===== src/design/sqw_pkg.sv =====
// Shared types and constants for the square wave sound channel.
// Request codes, register indexes and the duty pattern table; no dependencies.
`default_nettype none

package sqw_pkg;

  typedef logic [2:0] req_t;

  localparam req_t REQ_TICK     = 3'd0;
  localparam req_t REQ_ENVELOPE = 3'd1;
  localparam req_t REQ_LENGTH   = 3'd2;
  localparam req_t REQ_TRIGGER  = 3'd3;
  localparam req_t REQ_CLEAR    = 3'd4;
  localparam req_t REQ_LOAD     = 3'd5;

  typedef logic [2:0] reg_index_t;

  localparam reg_index_t REG_FREQUENCY       = 3'd0;
  localparam reg_index_t REG_DUTY_SELECT     = 3'd1;
  localparam reg_index_t REG_ENVELOPE_START  = 3'd2;
  localparam reg_index_t REG_ENVELOPE_RISING = 3'd3;
  localparam reg_index_t REG_ENVELOPE_PERIOD = 3'd4;
  localparam reg_index_t REG_LENGTH_COUNTING = 3'd5;

  localparam int CFG_DATA_W = 11;

  localparam logic [6:0]  LENGTH_MAX     = 7'd64;
  localparam logic [6:0]  LENGTH_ODD     = 7'd63;
  localparam logic [3:0]  ENV_DEFAULT    = 4'd8;
  localparam logic [3:0]  VOLUME_MAX     = 4'hF;
  localparam logic [11:0] PERIOD_BASE    = 12'd2048;
  localparam logic [2:0]  STEP_LAST      = 3'd7;

  // Bit 7 of each pattern is played at duty position 0.
  localparam logic [7:0] DUTY_TABLE [4] = '{8'h01, 8'h81, 8'h87, 8'h7E};

  function automatic logic duty_bit(input logic [1:0] sel, input logic [2:0] pos);
    logic [7:0] pat;
    pat = DUTY_TABLE[sel];
    return pat[3'd7 - pos];
  endfunction

endpackage

`default_nettype wire


===== src/design/square_wave_sound_channel_top.sv =====
// Pulse sound channel: duty sequencer, period divider, volume envelope, length counter.
// Uses sqw_pkg for request codes, register indexes and the duty table.
`default_nettype none

// Takes one request per clock unless m_tready stalls the pipeline, and returns one
// result per request through the input register, then the result register, with
// the whole state update done in the single combinational pass between them. An
// empty input register takes a new request while a finished result waits on m_tready.
// Configuration registers are written through cfg_we/cfg_index/cfg_data and should
// only change while no request is in flight. A clear request zeroes enable, duty
// position, volume, envelope count and divider bits 13:2, not length or config.
module square_wave_sound_channel_top (
  input  wire logic        clk,
  input  wire logic        rst,
  input  wire logic        s_tvalid,
  output      logic        s_tready,
  input  wire logic [15:0] s_tdata,   // [2:0] sequencer_step, [9:3] length_value, rest 0
  input  wire logic [2:0]  s_tuser,   // [2:0] req_type
  output      logic        m_tvalid,
  input  wire logic        m_tready,
  output      logic [7:0]  m_tdata,   // [3:0] sample_level, [4] channel_active, rest 0
  input  wire logic        cfg_we,
  input  wire logic [2:0]  cfg_index,
  input  wire logic [sqw_pkg::CFG_DATA_W-1:0] cfg_data
);

  // configuration
  logic [10:0] frequency;
  logic [1:0]  duty_select;
  logic [3:0]  envelope_start;
  logic        envelope_rising;
  logic [2:0]  envelope_period;
  logic        length_counting;

  // channel state
  logic        enabled, enabled_next;
  logic [13:0] divider_count, divider_count_next;
  logic [2:0]  duty_position, duty_position_next;
  logic [3:0]  volume_level, volume_level_next;
  logic [3:0]  envelope_count, envelope_count_next;
  logic [6:0]  length_count, length_count_next;

  // pipeline
  logic              in_v;
  sqw_pkg::req_t     in_req;
  logic [2:0]        in_step;
  logic [6:0]        in_len;
  logic              out_v;
  logic [3:0]        out_sample;
  logic              out_active;

  logic out_free;
  logic in_go;
  logic s_xfer;

  logic [13:0] reload;
  logic [13:0] dc_dec;
  logic [3:0]  env_reload;
  logic [3:0]  ec_dec;
  logic [3:0]  sample_next;
  logic        active_next;

  assign out_free = !out_v || m_tready;
  assign in_go    = in_v && out_free;
  assign s_tready = !in_v || out_free;
  assign s_xfer   = s_tvalid && s_tready;

  assign m_tvalid = out_v;
  assign m_tdata  = {3'b000, out_active, out_sample};

  always_ff @(posedge clk) begin
    if (rst) begin
      frequency       <= '0;
      duty_select     <= '0;
      envelope_start  <= '0;
      envelope_rising <= 1'b0;
      envelope_period <= '0;
      length_counting <= 1'b0;
    end else if (cfg_we) begin
      case (cfg_index)
        sqw_pkg::REG_FREQUENCY:       frequency       <= cfg_data[10:0];
        sqw_pkg::REG_DUTY_SELECT:     duty_select     <= cfg_data[1:0];
        sqw_pkg::REG_ENVELOPE_START:  envelope_start  <= cfg_data[3:0];
        sqw_pkg::REG_ENVELOPE_RISING: envelope_rising <= cfg_data[0];
        sqw_pkg::REG_ENVELOPE_PERIOD: envelope_period <= cfg_data[2:0];
        sqw_pkg::REG_LENGTH_COUNTING: length_counting <= cfg_data[0];
        default: ;
      endcase
    end
  end

  always_ff @(posedge clk) begin
    if (rst) begin
      in_v <= 1'b0;
    end else if (s_tready) begin
      in_v <= s_tvalid;
    end
  end

  always_ff @(posedge clk) begin
    if (s_xfer) begin
      in_req  <= s_tuser;
      in_step <= s_tdata[2:0];
      in_len  <= s_tdata[9:3];
    end
  end

  always_comb begin
    reload     = {12'(sqw_pkg::PERIOD_BASE - {1'b0, frequency}), 2'b00};
    dc_dec     = (divider_count != '0) ? divider_count - 14'd1 : divider_count;
    env_reload = (envelope_period == '0) ? sqw_pkg::ENV_DEFAULT : {1'b0, envelope_period};
    ec_dec     = (envelope_count != '0) ? envelope_count - 4'd1 : envelope_count;

    enabled_next        = enabled;
    divider_count_next  = divider_count;
    duty_position_next  = duty_position;
    volume_level_next   = volume_level;
    envelope_count_next = envelope_count;
    length_count_next   = length_count;

    case (in_req)
      sqw_pkg::REQ_TICK: begin
        divider_count_next = dc_dec;
        if (dc_dec == '0) begin
          duty_position_next = duty_position + 3'd1;
          divider_count_next = reload;
        end
      end
      sqw_pkg::REQ_ENVELOPE: begin
        envelope_count_next = ec_dec;
        if (ec_dec == '0) begin
          envelope_count_next = env_reload;
          // step volume, saturating at both ends
          if (envelope_period != '0) begin
            if (envelope_rising) begin
              if (volume_level != sqw_pkg::VOLUME_MAX) volume_level_next = volume_level + 4'd1;
            end else if (volume_level != '0) begin
              volume_level_next = volume_level - 4'd1;
            end
          end
        end
      end
      sqw_pkg::REQ_LENGTH: begin
        if (length_counting && length_count != '0) begin
          length_count_next = length_count - 7'd1;
          if (length_count == 7'd1) enabled_next = 1'b0;
        end
      end
      sqw_pkg::REQ_TRIGGER: begin
        enabled_next = 1'b1;
        if (length_count == '0) begin
          length_count_next = (length_counting && in_step[0]) ? sqw_pkg::LENGTH_ODD
                                                              : sqw_pkg::LENGTH_MAX;
        end
        divider_count_next  = reload;
        volume_level_next   = envelope_start;
        envelope_count_next = env_reload + {3'b000, in_step == sqw_pkg::STEP_LAST};
      end
      sqw_pkg::REQ_CLEAR: begin
        enabled_next        = 1'b0;
        duty_position_next  = '0;
        volume_level_next   = '0;
        envelope_count_next = '0;
        divider_count_next  = {12'd0, divider_count[1:0]};
      end
      sqw_pkg::REQ_LOAD: begin
        length_count_next = (in_len > sqw_pkg::LENGTH_MAX) ? sqw_pkg::LENGTH_MAX : in_len;
      end
      default: ;
    endcase

    sample_next = (enabled_next && sqw_pkg::duty_bit(duty_select, duty_position_next))
                  ? volume_level_next : 4'd0;
    active_next = enabled_next && (envelope_start != '0 || envelope_rising);
  end

  always_ff @(posedge clk) begin
    if (rst) begin
      enabled        <= 1'b0;
      divider_count  <= '0;
      duty_position  <= '0;
      volume_level   <= '0;
      envelope_count <= '0;
      length_count   <= '0;
    end else if (in_go) begin
      enabled        <= enabled_next;
      divider_count  <= divider_count_next;
      duty_position  <= duty_position_next;
      volume_level   <= volume_level_next;
      envelope_count <= envelope_count_next;
      length_count   <= length_count_next;
    end
  end

  always_ff @(posedge clk) begin
    if (rst) begin
      out_v <= 1'b0;
    end else if (out_free) begin
      out_v <= in_v;
    end
  end

  always_ff @(posedge clk) begin
    if (in_go) begin
      out_sample <= sample_next;
      out_active <= active_next;
    end
  end

  // checks on the channel state
  a_env_range: assert property (@(posedge clk) disable iff (rst)
    envelope_count <= 4'd9)
    else $error("envelope count out of range");

  a_len_range: assert property (@(posedge clk) disable iff (rst)
    length_count <= sqw_pkg::LENGTH_MAX)
    else $error("length count out of range");

  a_div_range: assert property (@(posedge clk) disable iff (rst)
    divider_count <= 14'd8192)
    else $error("divider count out of range");

  a_clear_off: assert property (@(posedge clk) disable iff (rst)
    (in_go && in_req == sqw_pkg::REQ_CLEAR) |=> (!enabled && volume_level == '0))
    else $error("clear left channel running");

  a_silent_off: assert property (@(posedge clk) disable iff (rst)
    (in_go && !enabled_next) |=> (out_sample == '0 && !out_active))
    else $error("disabled channel produced output");

endmodule

`default_nettype wire

===== config.mk =====
export PLATFORM = sky130hd
export DESIGN_NAME = square_wave_sound_channel_top
export DESIGN_NICKNAME = d
export VERILOG_FILES = /design/src/design/sqw_pkg.sv /design/src/design/square_wave_sound_channel_top.sv
export SDC_FILE = /design/constraint.sdc
export NUM_CORES = 1
export LEC_CHECK = 0
export ABC_AREA = 0
export ABC_CLOCK_PERIOD_IN_PS = 4900
export CAP_MARGIN = 20
export CORE_ASPECT_RATIO = 1.2
export CORE_MARGIN = 10
export CORE_UTILIZATION = 35
export CTS_CLUSTER_DIAMETER = 40
export CTS_CLUSTER_SIZE = 28
export DETAILED_ROUTE_END_ITERATION = 7
export DONT_BUFFER_PORTS = 1
export GPL_TIMING_DRIVEN = 0
export PLACE_DENSITY = 0.47
export SYNTH_ARGS = -nofsm -noshare
export SYNTH_HDL_FRONTEND = slang
export SYNTH_SLANG_ARGS = --single-unit

===== constraint.sdc =====
create_clock -name clk -period 4.9 [get_ports clk]
set_clock_uncertainty 0.05 [all_clocks]
set_input_delay 0.49 -clock clk [delete_from_list [all_inputs] [get_ports clk]]
set_output_delay 0.49 -clock clk [all_outputs]
set_load 0.01 [all_outputs]

==> impl_metrics.yaml, run 1 <==
run_status:
  status: "finished clean"
clocking:
  clk_pin_slew_ns: 0.06
  numCtsBuffers: 9
  cts_hold_buf: 0
  clkSinkCount: 75
  cts_max_path_buffers: 2
  htreeDepth: 3
  cts_tree: "done"
  cts_setup_buffers: 0
  clk_latency_ns: 0.34
  cts_resized: 0
  cts_root_buf: "clkbuf_16"
route:
  drt_iter0_markers: 335
  viasPerCell: 5.56
  wirelength_mm: 13.6
  wl_per_cell_um: 17.8
  num_vias: 4259
  drc: 0
  antenna_left: 0
  drt-pass1-iter-count: 5
worst_hold_path:
  min_path_type: "primary input to register"
  hold_path.startpoint: "s_tdata[5]"
yosys:
  synthAdderAreaFrac_pct: 3.45
  synth_seq_area_share_pct: 35.6
  syn_avg_cell_area_um2: 8.15
  synthXorXnorAreaFrac_pct: 2.60
  yosys_warnings: 0
  synth_top_family_by_area: "simple AND/OR/NAND/NOR gates"
  synthesis.area_um2: 4720
  yosysTopAreaCellShare_pct: 24.2
  synthTopCellsByArea: "dfxtp_1 24%, edfxtp_1 11%, nor2_1 6.6%, a21oi_1 5.3%, nand2_1 5.3%"
  synth-compound-area-share_pct: 22.4
  synth-async-reset-ratio_pct: 0
  synth-seq-cells: 75
  ys_types: 73
  synthMuxAreaShare_pct: 3.85
  synth_edf_count: 18
  yosys.area.top_type: "dfxtp_1"
  synth_ff_type: "dfxtp_1"
  syn_inst: 579
  synth-simple-area-share_pct: 27.0
sta:
  grt_setup_unrepaired: "false"
  timing.final.ws_setup_ns: 1.11
  fin_setup_tns_ns: 0
  hold_viol: 0
  relSlewSlack_pct: 41.9
  period_share_pct: 77.3
  holdWs_ns: 0.193
  worst_slew_pin_slew_ns: 0.859
  fmax_ghz: 0.264
  timing.final.setup_violations: 0
  drv_slew: 0
  min_period_ns: 3.79
floorplan:
  die_area_um2: 18500
  die_h_um: 147
  start_util_pct: 35.6
  row_count: 46
  pin_count: 48
  die_x_um: 126
  core_area_um2: 13200
setup_path:
  r2r_start: "divider_count[0]$_SDFFE_PP0P_"
  endpoint_kind: "register"
  max_stage_delay_ns: 0.55
  crit_path_start_kind: "register"
  crit_arrival_ns: 3.90
  cp_data_required_time_ns: 5.01
  critPathSlowestCell: "or4b_4"
  worstSetupPathType: "register to register"
  crit_path_start: "divider_count[0]$_SDFFE_PP0P_"
  cp_cell_sequence: "buf_2 > inv_1 > ha_1 > nor3b_1 > a21boi_0 > o32ai_1 > or4b_4 > nor3_4 > o211ai_1 > a31oi_1 > o221ai_2 > nor3_1"
  cp_max_fo: 8
final_layout:
  finalInstanceArea_um2: 5260
  stdcell_count: 766
  area_growth_pct: 11.4
  nets: 644
  fin_util_pct: 39.7
  layout-drive-gt1-share_pct: 8.53
  layout_common_cells: "83 x nor2_1, 66 x nand2_1, 57 x dfxtp_1"
  layout_commonest_cell: "nor2_1"
  diodes: 0
flow_run:
  maxCapViolCount: 0
global_routing:
  grt_pass1_vias: 4153
  grt.overflow.total: 0
  grt_pass1_wl_mm: 22.1
  antenna_found_initial: 0
  grt_max_degree: 15
  grt_usage_pct: 14.5
power:
  power_mw: 1.72
  power.density_nw_per_um2: 327
  ir_worst_vdd_v: 0.000243
  leakagePower_nw: 1.89
place:
  portBuffers: 0
  place_ws_ns: 1.23
  placed_area_um2: 4930
  placed_cells: 749
  routabilityCongestion: 0.888
  dp_hpwl_mm: 10.6
registers in the layout, indices dropped and copies added, names as in the netlist:
register and count:
envelope_count 4, volume_level 4, duty_position 3, out_sample 4
enabled 1, in_step 3, envelope_start 4, m_tvalid 1
envelope_rising 1, divider_count 14, envelope_period 3, out_active 1
length_counting 1, in_v 1, in_len 7, length_count 7
frequency 11, duty_select 2, in_req 3
final cells by class:
type,count,area (um2)
fillers,1382,7980
well taps,168,210
multi-input cells,454,2810
clock buffers,11,275
repair buffers,1,5.00
plain buffers,38,183
clock inverters,5,40.0
inverters,14,52.6
flip-flops and latches,75,1680
worst paths after layout:
kind | end | slack, ns | cells past startpoint
max reg2reg | out_sample[1]$_SDFFCE_PN0P_ | 1.11 | 12
min | in_len[2]$_DFFE_PP_ | 0.19 | 0
min reg2reg | frequency[1]$_SDFFE_PP0P_ | 0.43 | 2
max | out_sample[1]$_SDFFCE_PN0P_ | 1.11 | 12
where the power goes:
part	total (mW)	internal (mW)	switching (mW)
clock network	0.690	0.409	0.281
logic	0.352	0.133	0.219
registers	0.678	0.657	0.0208
total	1.72	1.20	0.521
cell families after synthesis:
group	Yosys count
xor+xnor	14
fa+ha+maj	13
compound gates	159
other cells	1
simple gates	247
flops	75
buf+inv	52
mux	18
synth_stat cells (10+ instances only):
library cell / number
edfxtp_1: 18
nand2_1: 66
o21ai_0: 21
mux2i_1: 17
a22oi_1: 11
clkbuf_1: 27
inv_1: 13
dfxtp_1: 57
nor2_1: 83
ha_1: 13
nor3_1: 18
nand4_1: 10
a211oi_1: 19
a21oi_1: 50
worst max-delay path, delay by kind of cell, from the launching register on:
kind	cells	cell delay [ns]
buf+inv	2	0.25
flops	1	0.30
fa+ha+maj	1	0.20
compound gates	5	1.24
simple gates	4	1.58
routing by layer:
layer  share of wire (%)  global-route usage (%)  routed length [um]  up-vias
li1                    -                       -                   -     2142
met1                  43                    16.7                5860     2026
met2                  51                    26.1                6980       81
met3                 4.6                    3.46                 629       10
met4                0.96                    3.88                 131        0
met5                   0                       0                   0        -
(Power assumes the default switching activity.)
==> inputs of run 2 (changes only) <==
- ABC_CLOCK_PERIOD_IN_PS: 4900 -> 3100
- PLACE_DENSITY: 0.47 -> 0.49
- clock period: 4.9 -> 3.1 ns (I/O delays scaled with it)
==> run 2 against run 1 <==
Net effect:
- via count rose by 3.9%
- critical path type unchanged
- clock-buffer cell count fell by 1
- global-route usage rose by 0.18 points
- the flow now finishes with violations (setup timing)
==> impl_metrics.yaml, run 2 (synthesized netlist as in run 1, its figures left out) <==
run_status:
  status: "complete, but fails checks"
  violations: "setup timing"
route:
  wl_per_cell_um: 18.3
  drt_iter0_markers: 214
  antenna_left: 0
  num_vias: 4427
  viasPerCell: 5.63
  drt-pass1-iter-count: 4
  drc: 0
  wirelength_mm: 14.4
final_layout:
  largest_register_ffs: 14
  top_register: "divider_count"
  finalInstanceArea_um2: 5780
  stdcell_count: 786
  layout-drive-gt1-share_pct: 19.3
  nets: 664
  layout_commonest_cell: "nor2_1"
  layout_common_cells: "81 x nor2_1, 64 x nand2_1, 55 x dfxtp_1"
  fin_util_pct: 43.6
  reg_top3: "divider_count (14), frequency (11)"
  n_fill_cell: 1351
  area_growth_pct: 22.5
  diodes: 0
global_routing:
  grt_pass1_vias: 4229
  antenna_found_initial: 0
  grt_usage_pct: 14.7
  grt_pass1_wl_mm: 22.6
  grt_max_degree: 14
  grt.overflow.total: 0
clocking:
  htreeDepth: 3
  cts_root_buf: "clkbuf_16"
  cts_tree: "done"
  clkSinkCount: 75
  clk_pin_slew_ns: 0.07
  cts_max_path_buffers: 2
  clk_latency_ns: 0.33
  numCtsBuffers: 9
power:
  swShare_pct: 30.8
  leakagePower_nw: 2.09
  p_switching_uw: 885
  p_int_mw: 1.99
  seqPwrFrac_pct: 37.4
  clockPowerShare_pct: 36.2
  power_mw: 2.87
  p_comb_share_pct: 26.4
  ir_worst_vdd_v: 0.000375
  power.density_nw_per_um2: 497
sta:
  period_share_pct: 103
  min_period_ns: 3.20
  holdWs_ns: 0.0235
  worst_slew_pin_slew_ns: 0.894
  hold_viol: 0
  timing.final.setup_violations: 14
  grt_setup_unrepaired: "true"
  relSlewSlack_pct: 40.4
  drv_slew: 0
  fmax_ghz: 0.312
  fin_setup_tns_ns: -0.734
  timing.final.ws_setup_ns: -0.103
setup_path:
  crit_path_start_kind: "register"
  worstSetupPathType: "register to register"
  endpoint_kind: "register"
  crit_path_start: "divider_count[0]$_SDFFE_PP0P_"
  cp_max_fo: 8
  cp_data_required_time_ns: 3.11
  r2r_start: "divider_count[0]$_SDFFE_PP0P_"
  crit_arrival_ns: 3.22
place:
  place_ws_ns: -0.457
  dp_hpwl_mm: 10.6
  placed_cells: 749
  portBuffers: 0
  placed_area_um2: 4950
  routabilityCongestion: 0.882
floorplan:
  core_area_um2: 13200
  row_count: 46
  die_h_um: 147
  die_area_um2: 18500
  start_util_pct: 35.6
  die_x_um: 126
  pin_count: 48
flow_run:
  maxCapViolCount: 0
worst_hold_path:
  hold_path.startpoint: "s_tdata[6]"
  min_path_type: "primary input to register"
## run 2: cell count changes in the layout (fill, tap and decap cells not counted), sizes merged
cell	change
buf	+20
clkinv	+2
inv	-2
bufinv	+1
clkbuf	-1
## run 2: cell type report
class / instances / area, um2 / share of cell area (%)
inverter: 14 / 57.6 / 0.996
buffer: 37 / 185 / 3.20
sequential: 75 / 1690 / 29.2
tap: 168 / 210 / 3.64
clock buffer: 10 / 229 / 3.96
timing repair buffer: 22 / 193 / 3.33
multi-input combinational: 454 / 3150 / 54.5
clock inverter: 6 / 66.3 / 1.15
## run 2: per-layer routing
metal | global-route usage, % | share of wire (%) | vias to the layer above
met4 | 6.16 | 2.9 | 0
met5 | 0 | 0 | -
li1 | - | - | 2181
met1 | 16.9 | 42 | 2112
met2 | 25.7 | 50 | 106
met3 | 3.17 | 4.2 | 28
## run 2: final timing paths
path	cells after the start	slack [ns]	endpoint
max	11	-0.10	out_sample[3]$_SDFFCE_PN0P_
min	0	0.02	in_len[3]$_DFFE_PP_
max reg2reg	11	-0.10	out_sample[3]$_SDFFCE_PN0P_
min reg2reg	2	0.43	frequency[1]$_SDFFE_PP0P_
## run 2: worst max-delay path, cell delays in order, from the launching register on
cell      delay (ns)
dfxtp_4         0.39
inv_4           0.08
ha_4            0.12
or4b_4          0.50
nor3_4          0.20
o31ai_4         0.11
or4b_4          0.58
nor3_4          0.22
mux2i_1         0.24
a31oi_2         0.13
o221ai_4        0.24
a211oi_2        0.06
## run 2: power by group through the flow
| stage | clock [mW] | sequential, mW | combinational [mW] |
|---|---|---|---|
| finish | 1.04 | 1.07 | 0.757 |
| global route | 1.12 | 1.08 | 0.814 |
| CTS | 1.06 | 1.07 | 0.670 |
| detailed placement | 0 | 1.09 | 0.554 |
| global placement | 0 | 1.09 | 0.553 |
| floorplan | 0 | 1.08 | 0.432 |
## run 2: what timing repair did
action | 4_1_cts | 5_1_grt
setup endpoints to repair | 21 | 24
cloned | 0 | 1
pin swaps | 18 | 22
buffers inserted | 12 | 9
hold buffers | 0 | 0
resized for setup | 39 | 39
==> inputs of run 3 (changes only) <==
- ABC_AREA: 0 -> 1
- CORE_MARGIN: 10 -> not set
==> run 3 against run 2 <==
Net effect:
- the run now ends clean
- register-to-register slack better by 0.38 ns
- setup slack better by 0.38 ns
- design area down 8.3%
- final cell count up 9.4%
- maximum frequency up 14%
- critical path depth up 3
- wire length down 11%
- combinational power down 13%
- sequential power about the same
==> impl_metrics.yaml, run 3 <==
run_status:
  status: "finished clean"
setup_path:
  worst_r2r_path_depth: 14
  worstSetupPathType: "register to register"
  crit_arrival_ns: 2.87
  crit_path_start: "envelope_count[0]$_SDFFE_PP0P_"
  cp_max_fo: 6
  timing.rr.end: "out_sample[1]$_SDFFCE_PN0P_"
  crit_end: "out_sample[1]$_SDFFCE_PN0P_"
  reg2reg_slack_ns: 0.28
  cp_data_required_time_ns: 3.15
  r2r_start: "envelope_count[0]$_SDFFE_PP0P_"
  endpoint_kind: "register"
  crit_path_start_kind: "register"
place:
  dp_hpwl_mm: 10.0
  placed_area_um2: 4930
  portBuffers: 0
  routabilityCongestion: 0.878
sta:
  timing.final.setup_violations: 0
  fmax_ghz: 0.355
  period_share_pct: 91.0
  min_period_ns: 2.82
  fin_setup_tns_ns: 0
  relSlewSlack_pct: 52.4
  worst_slew_pin_slew_ns: 0.714
  drv_slew: 0
  grt_setup_unrepaired: "false"
  hold_viol: 0
route:
  antenna_left: 0
  viasPerCell: 5.12
  wl_per_cell_um: 14.9
  wirelength_mm: 12.8
  drc: 0
  drt_iter0_markers: 172
  num_vias: 4400
  drt-pass1-iter-count: 5
global_routing:
  grt_max_degree: 15
  grt.overflow.total: 0
  grt_usage_pct: 19.6
  grt_pass1_wl_mm: 20.9
  antenna_found_initial: 0
  grt_pass1_vias: 4323
worst_hold_path:
  min_path_type: "primary input to register"
  worstHoldPathCells: 0
yosys:
  yosys_warnings: 0
  syn_inst: 668
  synthMuxAreaShare_pct: 0
  synthTopCellsByArea: "dfxtp_1 24%, edfxtp_1 11%, nand2_1 8.7%, inv_1 7.6%, o21ai_0 7.5%"
  synth_seq_area_share_pct: 35.7
  yosys.area.top_type: "dfxtp_1"
  synth.top_cells.by_count: "109 x nand2_1, 96 x inv_1, 71 x o21ai_0, 70 x nor2_1, 57 x dfxtp_1"
  synth-compound-area-share_pct: 18.8
  synth-seq-cells: 75
  synth-async-reset-ratio_pct: 0
  synth_edf_count: 18
  syn_avg_cell_area_um2: 7.06
  yosysTopAreaCellShare_pct: 24.2
  synthAdderAreaFrac_pct: 3.45
  synth-simple-area-share_pct: 29.0
  synthesis.area_um2: 4710
  synth_top_family_by_area: "simple AND/OR/NAND/NOR gates"
  synthXorXnorAreaFrac_pct: 2.97
  synth_ff_type: "dfxtp_1"
  ys_types: 44
  synth.most_common_cell: "nand2_1"
clocking:
  clkSinkCount: 75
  numCtsBuffers: 9
  clk_latency_ns: 0.34
  clk_pin_slew_ns: 0.06
  cts_tree: "done"
  htreeDepth: 3
  cts_root_buf: "clkbuf_16"
  cts_setup_buffers: 0
  cts_max_path_buffers: 2
final_layout:
  largest_register_ffs: 14
  finalInstanceArea_um2: 5300
  layout_common_cells: "109 x nand2_1, 96 x inv_1, 71 x o21ai_0"
  top_register: "divider_count"
  n_fill_cell: 1399
  reg_top3: "divider_count (14), frequency (11)"
  area_growth_pct: 12.5
  layout-drive-gt1-share_pct: 9.39
  nets: 738
  diodes: 0
  ff_latch_area_um2: 1680
  multiInputGateArea_um2: 2570
  layout_commonest_cell: "nand2_1"
power:
  leakagePower_nw: 2.25
  power.density_nw_per_um2: 530
  ir_worst_vdd_v: 0.000287
floorplan:
  start_util_pct: 35.8
  pin_count: 48
  row_count: 46
  die_x_um: 108
  die_area_um2: 13900
  core_area_um2: 13200
  die_h_um: 129
flow_run:
  maxCapViolCount: 0
## run 3: what timing repair did
| item | CTS | global route |
|---|---|---|
| setup endpoints to repair | 0 | 4 |
| gates resized for setup | 0 | 1 |
| endpoints found under the hold margin | 0 | 6 |
| hold buffers | 0 | 6 |
## run 3: how the worst min path moves through the flow
stage,startpoint,endpoint,slack [ns]
2_1_floorplan,s_tdata[3],in_len[0]$_DFFE_PP_,0.36
3_3_place_gp,s_tdata[3],in_len[0]$_DFFE_PP_,0.36
3_5_place_dp,s_tdata[3],in_len[0]$_DFFE_PP_,0.36
4_1_cts,s_tdata[3],in_len[0]$_DFFE_PP_,0.0004
5_1_grt,s_tuser[2],in_req[2]$_DFFE_PP_,0.001
6_report,s_tuser[2],in_req[2]$_DFFE_PP_,0.01
## run 3: worst max-delay path, cell delays in order (launching register included)
cell,delay (ns)
dfxtp_1,0.31
inv_1,0.12
ha_1,0.20
nand3_1,0.17
o21ai_0,0.28
nand4_1,0.22
nor2_1,0.40
inv_1,0.08
a21oi_1,0.18
inv_1,0.09
nand2_1,0.08
nand2_1,0.05
a22o_1,0.21
nor2_1,0.10
nor2_1,0.05
## run 3: layer usage
metal / vias up / routed length (um) / GRT usage [%]
met5: - / 0 / 0
met4: 0 / 208 / 6.69
met3: 17 / 537 / 3.72
met2: 100 / 6490 / 35.8
met1: 2022 / 5540 / 22.8
li1: 2261 / - / -
## run 3: where the power goes
part | total, mW | switching [mW] | internal [mW]
Sequential | 1.09 | 0.0417 | 1.05
Clock | 1.06 | 0.441 | 0.621
Combinational | 0.658 | 0.440 | 0.218
## run 3: stage by stage
stage	instances	total power [mW]	util [%]	setup slack, ns	hold WS, ns
global route	860	2.97	40.2	0.0122	0.00100
detailed placement	838	1.76	37.4	0.251	0.359
finish	860	2.81	40.2	0.280	0.0131
floorplan	670	1.61	-	0.781	0.359
CTS	854	2.83	39.7	0.244	0.000361
global placement	838	1.76	37.4	0.277	0.359
## run 3: cells by family after synthesis
kind of cell / Yosys count
simple gates: 287
compound gates: 157
buf+inv: 119
flops: 75
xor+xnor: 16
fa+ha+maj: 13
other cells: 1
## run 3: layout make-up
class	instances	share of cell area [%]
Clock buffer	11	4.98
Timing Repair Buffer	6	1.13
Inverter	99	7.01
Tap cell	168	3.97
Multi-Input combinational cell	476	48.5
Sequential cell	75	31.7
Buffer	20	1.84
Clock inverter	5	0.803
